==> config.mk <==
export PLATFORM = sky130hd
export DESIGN_NAME = cbf_sequencer
export DESIGN_NICKNAME = d
export VERILOG_FILES = /design/src/rtl/core/cbf_pkg.sv /design/src/rtl/core/cbf_sequencer.sv
export SDC_FILE = /design/constraint.sdc
export NUM_CORES = 1
export LEC_CHECK = 0
export ABC_CLOCK_PERIOD_IN_PS = 4200
export BUFFER_PORTS_ARGS = -buffer_cell sky130_fd_sc_hd__buf_4
export CORE_AREA = 10 10 47 49
export CTS_CLUSTER_DIAMETER = 120
export DETAILED_ROUTE_END_ITERATION = 10
export DIE_AREA = 0 0 57 59
export PLACE_DENSITY = 0.78
export SYNTH_ARGS = -nofsm -noshare
export SYNTH_HDL_FRONTEND = slang
export SYNTH_SLANG_ARGS = --single-unit
export TNS_END_PERCENT = 10
==> constraint.sdc <==
create_clock -name clk -period 4.2 [get_ports clk]
set_input_delay 0.21 -clock clk [delete_from_list [all_inputs] [get_ports clk]]
set_output_delay 0.21 -clock clk [all_outputs]
set_load 0.01 [all_outputs]
==> src/rtl/core/cbf_pkg.sv <==
// ----------------------------------------------------------------------------
// Cascaded biquad filter package
// Sizes, codes, control word layout and the microcode table of the sequencer.
// ----------------------------------------------------------------------------
package cbf_pkg;

	localparam int MAX_STAGES = 16;
	localparam int NUM_COEFS  = 5;
	localparam int STAGE_W    = $clog2(MAX_STAGES + 1);
	localparam int COEF_DEPTH = NUM_COEFS * MAX_STAGES;
	localparam int CADDR_W    = $clog2(COEF_DEPTH);
	localparam int HIST_DEPTH = MAX_STAGES + 1;
	localparam int HADDR_W    = $clog2(HIST_DEPTH);

	localparam int SAMPLE_W   = 24;
	localparam int COEF_W     = 32;
	localparam int HIST_W     = 32;
	localparam int GAIN_W     = 24;
	localparam int ACTIVE_W   = 5;
	localparam int STAGE_IN_W = 4;
	localparam int CSEL_W     = 3;
	localparam int PROD_W     = 64;
	localparam int ACC_W      = 67;
	localparam int SEC_FRAC   = 28;
	localparam int OUT_FRAC   = 22;
	localparam int CFG_DATA_W = 24;

	localparam logic [GAIN_W-1:0] GAIN_RESET = 24'h400000;

	typedef logic [1:0] mode_t;
	localparam mode_t MODE_SAMPLE = 2'd0;
	localparam mode_t MODE_COEF   = 2'd1;
	localparam mode_t MODE_CLEAR  = 2'd2;

	typedef logic [0:0] reg_idx_t;
	localparam reg_idx_t REG_ACTIVE_STAGES = 1'b0;
	localparam reg_idx_t REG_OUT_GAIN      = 1'b1;

	typedef logic [CSEL_W-1:0] csel_t;
	localparam csel_t COEF_A0 = 3'd0;
	localparam csel_t COEF_A1 = 3'd1;
	localparam csel_t COEF_A2 = 3'd2;
	localparam csel_t COEF_B1 = 3'd3;
	localparam csel_t COEF_B2 = 3'd4;

	typedef enum logic [2:0] {
		MA_SIG,
		MA_X1,
		MA_X2,
		MA_Y1,
		MA_Y2
	} mul_a_t;

	typedef enum logic [1:0] {
		ACC_HOLD,
		ACC_LOAD,
		ACC_ADD,
		ACC_SUB
	} acc_op_t;

	typedef enum logic [2:0] {
		JC_NEXT,
		JC_START,
		JC_DONE,
		JC_ALWAYS,
		JC_OUTFREE
	} jump_t;

	typedef logic [3:0] step_t;
	localparam step_t ST_IDLE = 4'd0;
	localparam step_t ST_INIT = 4'd1;
	localparam step_t ST_LDX  = 4'd2;
	localparam step_t ST_SEC0 = 4'd3;
	localparam step_t ST_SEC1 = 4'd4;
	localparam step_t ST_SEC2 = 4'd5;
	localparam step_t ST_SEC3 = 4'd6;
	localparam step_t ST_SEC4 = 4'd7;
	localparam step_t ST_SEC5 = 4'd8;
	localparam step_t ST_SEC6 = 4'd9;
	localparam step_t ST_SEC7 = 4'd10;
	localparam step_t ST_FIN0 = 4'd11;
	localparam step_t ST_FIN1 = 4'd12;
	localparam step_t ST_FIN2 = 4'd13;

	typedef struct packed {
		csel_t   csel;
		logic    hrd_next;
		logic    x_load;
		logic    y_load;
		mul_a_t  mul_a;
		logic    mul_gain;
		acc_op_t acc_op;
		logic    sec_end;
		logic    hist_wr;
		logic    out_load;
		jump_t   jump;
		step_t   target;
	} ctl_t;

	typedef struct packed {
		logic done;
		logic out_free;
	} status_t;

	typedef struct packed {
		logic               clr_all;
		logic               clr_above;
		logic [STAGE_W-1:0] keep;
	} hist_clr_t;

	typedef struct packed {
		logic               we;
		logic [CADDR_W-1:0] addr;
		logic [COEF_W-1:0]  data;
	} coef_wr_t;

	function automatic logic [STAGE_W-1:0] eff_stages(logic [ACTIVE_W-1:0] active);
		logic [STAGE_W-1:0] n;
		if (int'(active) > MAX_STAGES) begin
			n = STAGE_W'(MAX_STAGES);
		end else begin
			n = STAGE_W'(active);
		end
		return n;
	endfunction

	function automatic ctl_t ucode(step_t s);
		ctl_t c;
		c        = '0;
		c.csel   = COEF_A0;
		c.mul_a  = MA_SIG;
		c.acc_op = ACC_HOLD;
		c.jump   = JC_NEXT;
		c.target = ST_IDLE;
		unique case (s)
			ST_IDLE: begin
				c.jump   = JC_START;
				c.target = ST_INIT;
			end
			ST_INIT: begin
				c.hrd_next = 1'b0;
			end
			ST_LDX: begin
				c.x_load = 1'b1;
			end
			ST_SEC0: begin
				c.hrd_next = 1'b1;
				c.csel     = COEF_A0;
				c.jump     = JC_DONE;
				c.target   = ST_FIN0;
			end
			ST_SEC1: begin
				c.y_load = 1'b1;
				c.csel   = COEF_A1;
				c.mul_a  = MA_SIG;
			end
			ST_SEC2: begin
				c.csel   = COEF_A2;
				c.mul_a  = MA_X1;
				c.acc_op = ACC_LOAD;
			end
			ST_SEC3: begin
				c.csel   = COEF_B1;
				c.mul_a  = MA_X2;
				c.acc_op = ACC_ADD;
			end
			ST_SEC4: begin
				c.csel   = COEF_B2;
				c.mul_a  = MA_Y1;
				c.acc_op = ACC_ADD;
			end
			ST_SEC5: begin
				c.mul_a  = MA_Y2;
				c.acc_op = ACC_SUB;
			end
			ST_SEC6: begin
				c.acc_op = ACC_SUB;
			end
			ST_SEC7: begin
				c.sec_end = 1'b1;
				c.jump    = JC_ALWAYS;
				c.target  = ST_SEC0;
			end
			ST_FIN0: begin
				c.hist_wr  = 1'b1;
				c.mul_a    = MA_SIG;
				c.mul_gain = 1'b1;
			end
			ST_FIN1: begin
				c.acc_op = ACC_LOAD;
			end
			ST_FIN2: begin
				c.out_load = 1'b1;
				c.jump     = JC_OUTFREE;
				c.target   = ST_IDLE;
			end
			default: begin
				c.jump   = JC_ALWAYS;
				c.target = ST_IDLE;
			end
		endcase
		return c;
	endfunction

endpackage

==> src/rtl/core/cbf_sequencer.sv <==
// ----------------------------------------------------------------------------
// Cascaded biquad filter sequencer
// Step counter over the microcode table, with conditional jumps.
// ----------------------------------------------------------------------------
module cbf_sequencer (
	input  logic             clk,
	input  logic             arst_n,
	input  logic             start,
	input  cbf_pkg::status_t status,
	output cbf_pkg::ctl_t    ctl,
	output logic             idle
);

	cbf_pkg::step_t step_q;
	cbf_pkg::step_t step_d;

	always_ff @(posedge clk or negedge arst_n) begin
		if (!arst_n) begin
			step_q <= cbf_pkg::ST_IDLE;
		end else begin
			step_q <= step_d;
		end
	end

	always_comb begin
		ctl  = cbf_pkg::ucode(step_q);
		idle = (step_q == cbf_pkg::ST_IDLE);
		unique case (ctl.jump)
			cbf_pkg::JC_NEXT: begin
				step_d = cbf_pkg::step_t'(step_q + 1'b1);
			end
			cbf_pkg::JC_START: begin
				step_d = start ? ctl.target : step_q;
			end
			cbf_pkg::JC_DONE: begin
				step_d = status.done ? ctl.target : cbf_pkg::step_t'(step_q + 1'b1);
			end
			cbf_pkg::JC_ALWAYS: begin
				step_d = ctl.target;
			end
			cbf_pkg::JC_OUTFREE: begin
				step_d = status.out_free ? ctl.target : step_q;
			end
			default: begin
				step_d = cbf_pkg::ST_IDLE;
			end
		endcase
	end

endmodule

; ---- After elaboration in Yosys (flattened, before gate mapping)
; Cells that the tools add are included.
[classes]
muxes = 14
addsub = 1
n_reduce_logical = 7
eq_ne = 19
[ops]
columns = op, n
row1 = $pmux 7 s5, 1
row2 = $eq 4x4->1 const B, 6
row3 = $pmux 3 s4, 2
row4 = $pmux 4 s5, 1
row5 = $eq 4x3->1 const B, 4
row6 = $mux 4, 3
row7 = $reduce_or 10->1, 1
row8 = $eq 4x2->1 const B, 2
row9 = $eq 3x2->1 const B, 2
row10 = $mux 1, 6
row11 = $pmux 2 s3, 1
row12 = $reduce_or 2->1, 3
row13 = $add 4x1->4 const B, 1
row14 = $eq 4x1->1 const B, 1
row15 = $logic_not 4->1, 1
row16 = $ne 2x2->1 const B, 2
row17 = $eq 3x1->1 const B, 1
row18 = $eq 3x3->1 const B, 1
row19 = $logic_not 3->1, 1
row20 = $reduce_and 2->1, 1
[word_totals]
inputBits = 5
word_cells = 42
register_bits = 4
output_inout_bits = 23

; ---- Longest topological paths before layout
[logic_depth]
depth_word = 6
ltp_mapped = 7
depth_no_buf = 6

; ---- Worst setup path after synthesis
; OpenSTA, ideal clock, no wires.
[synth_timing]
kind = flip-flop to flip-flop
from = register step_q[0]
to = register step_q[0]
t_arrival_ns = 1.719
setup_ns = 0.137
synth_period_minus_slack_ns = 1.856
slack_ns = 2.344
required_ns = 4.063
path_buffers = 1
path_stages_with_launch = 8
cell_sequence = dfrtp_1 inv_1 ha_1 buf_4 or3b_4 o32a_4 o311ai_2 o211ai_1
[synth_via]
elab_chain_cells = 6
elab_cells_between_ends = 29
classes_between = 1 x add/sub / 19 x eq/ne / 5 x mux / 4 x reduce/logical
[synth_rtl]
columns = element, line
row1 = "start, declared", cbf_sequencer.sv:14  ; cbf_pkg::step_t step_q;
row2 = "start signal, assigned", cbf_sequencer.sv:19  ; step_q <= cbf_pkg::ST_IDLE;
row3 = "start signal, assigned", cbf_sequencer.sv:21  ; step_q <= step_d;
row4 = $eq 4x4->1 (tied with other cells), cbf_pkg.sv:135  ; unique case (s)
row5 = $reduce_or 10->1 (no line), -
row6 = $pmux 7 s5, cbf_pkg.sv:135
row7 = $eq 3x3->1 or $eq 3x1->1 (tied branches), cbf_sequencer.sv:28  ; unique case (ctl.jump)
row8 = $ne 2x2->1 (no line), -
row9 = $reduce_and 2->1 (no line), -
; Several ways; a longest one is shown, not always the timed one. The select of a mux whose other input is x is not followed.
; A chain may end at the register's enable or synchronous reset.

; ---- Worst setup path in the final report
; Ends and elaborated chain as after synthesis.

==> flow_summary_export.csv <==
group,metric,value,unit
routing,wire_per_inst,13.3,microns
cells_and_area,nets,114,
critical_path,worstSetupEndpointType,"flop",
pwr,p_per_area,759,nW/um^2
place,dp_cells,115,
cells_and_area,drive_above_1_share,0.359,
critical_path,arrival,2140,ps
cts,clk_latency,230,ps
timing,rsz0062_at_grt,"no",
pwr,p_switching,0.292,mW
cts,numCtsBuffers,3,
die,top_level_ports,28,
die,initial_core_util,0.430,
yosys,synth_simple_gate_area_share,0.340,
die,die_h,59,microns
timing,holdWs,205,ps
die,fp.coreArea,1400,sq um
yosys,yosysWarningCount,0,
timing,fin_worst_skew,2.85,ps
grt,grt_remaining_overflow,0,
yosys,synth-adder-area-share,0.0830,
critical_path,startpoint_type,"flop",
timing,drv_slew,0,
pwr,p_sw_frac,0.482,
yosys,syn-num-nets,91,
cts,cts_tree,"done",
grt,grt_antenna_before_repair,0,
min_path,hold_class,"in -> reg",
cells_and_area,largestRegisters,"step_q: 4 flops",
routing,wirelength,1.59,mm
cts,clkSlewWorstSetupHoldPaths,40,ps
yosys,ys.flop_type,"dfrtp_1",
grt,grt_start_max_net_pins,18,
timing,period_share,0.488,
routing,ant_nets,0,
die,dieArea,3360,sq um
yosys,synth-compound-area-share,0.210,
yosys,synth_seq_area_share,0.166,
cells_and_area,regMostFlops,"step_q",
cells_and_area,final_area,798,sq um
pwr,sequentialPowerShare,0.138,
timing,tightest_slew,516,ps
min_path,min_from,"status[0]",
cells_and_area,fin_util,0.570,
cells_and_area,final_cells,119,
place,dp_slack,2140,ps
status,status,"finished, final reports clean",
routing,vias,616,
cells_and_area,final_cell_mix,"26 x buf_4, 13 x nor2_1, 7 x inv_1, 7 x o21ai_0",
yosys,synth_mux_area_frac,0.0353,
yosys,netlist_instances,82,
routing,drc,0,
job,drv_cap,0,
yosys,yosys_register_bits,4,
cts,cts_setup_buffers,0,
timing,setup_slack,2150,ps
die,num_rows,14,
place,place_hpwl,1.30,mm
timing,slew-limit-headroom,0.656,
pwr,leakage,0.411,nW
pwr,combPwrFrac,0.786,
timing,period_minus_slack,2050,ps
cts,cts.path.max_buffers,2,
yosys,avgSynthCellArea,7.35,sq um
yosys,synthArstFlopShare,1.00,
grt,grt_pass1_wl,2.67,mm
yosys,syn_area,603,sq um
timing,fmax,488,MHz
critical_path,regToRegStartpoint,"step_q[0]",
cts,cts.sinks,4,
grt,global_route.usage.total,0.0936,
routing,drt_iter0_markers,2,
critical_path,worstPathRequired,4290,ps
place,gp_congestion,0.790,
yosys,synth_top_family_by_area,"simple AND/OR/NAND/NOR gates",
timing,setup_violations,0,
cts,cts-root-buf,"clkbuf_4",
cells_and_area,area_delta_synth_final,32.4,%
grt,grt_pass1_vias,599,
yosys,synth_edf_count,0,
cells_and_area,largest_register_ffs,4,
routing,drt_pass1_iterations,4,
place,placed_area,766,sq um
pwr,clockPowerShare,0.076,
yosys,synth.distinct_cells,32,
cells_and_area,layout_commonest_cell,"buf_4",
routing,viasPerCell,5.18,
cells_and_area,num_antenna_cells,0,
critical_path,critPathMaxFanout,10,
critical_path,crit_type,"reg -> reg",
pwr,p_total,0.606,mW
timing,fin_tns_setup,0,ps
yosys,synth_xor_area_frac,0.0290,
place,port_buffers,26,
cts,h-tree-depth,1,
pwr,peakVddDrop,0.000427,V
critical_path,worstSetupStartpoint,"step_q[0]",
timing,hold_violations,0,
die,fp.dieW,57,microns
pwr,p_int,0.314,mW
-- worst paths after layout --
kind                                  end  slack [ps]  cells past startpoint
worst min-delay path            step_q[2]         210                      2
worst max register to register  step_q[0]        2150                      6
min in group asynchronous       step_q[2]         310                      2
worst max-delay path            step_q[0]        2150                      6
max in group asynchronous       step_q[0]        3790                      2
worst min register to register  step_q[1]         680                      2
-- layout make-up --
class,count,area [sq um]
timing repair buffer,27,205
fill,149,603
inverter,7,26.3
tap,16,20.0
sequential,4,100
multi-input combinational,62,424
clock buffer,3,22.5
-- repair_timing --
| item | in CTS | in global routing |
|---|---|---|
| endpoints found under the hold margin | 4 | 0 |
| hold buffers | 1 | 0 |
| gates resized for setup | 0 | 0 |
-- worst max-delay path: stages, from the launching register on --
cell and delay [ps]:
dfrtp_1 400, inv_1 160, ha_1 350, or3b_4 460
o32a_4 340, o311ai_2 70, o211ai_1 130
-- cell families after synthesis --
group / Yosys count
simple gates: 38
xor+xnor: 2
other cells: 1
flops: 4
mux: 2
fa+ha+maj: 4
compound gates: 15
buf+inv: 16
-- power groups by stage --
stage | sequential (mW) | clock (mW) | combinational (mW)
floorplan | 0.0666 | 0 | 0.342
global placement | 0.0823 | 0 | 0.473
detailed placement | 0.0834 | 0 | 0.482
CTS | 0.0829 | 0.0498 | 0.484
global route | 0.0890 | 0.0490 | 0.529
finish | 0.0834 | 0.0461 | 0.476
-- synthesized netlist by cell type (2+ instances only) --
master    number  area (sq um)
nor2_1        13          48.8
nor2b_1        3          18.8
o211ai_1       2          15.0
nand3_1        4          20.0
dfrtp_1        4           100
ha_1           4          50.1
inv_1          7          26.3
buf_4          4          30.0
nand2b_1       2          12.5
buf_2          3          15.0
and2_1         3          18.8
nor3_1         4          20.0
nand2_1        3          11.3
clkbuf_1       2          7.51
o21ai_0        7          35.0
-- routing by layer --
layer | part of all wire | vias to the layer above | global-route usage
met5 | 0 | - | 0
met4 | 0 | 0 | 0.0470
met3 | 0.10 | 0 | 0.0343
met2 | 0.46 | 23 | 0.146
met1 | 0.44 | 275 | 0.110
li1 | - | 318 | -
(Power assumes the default switching activity.)
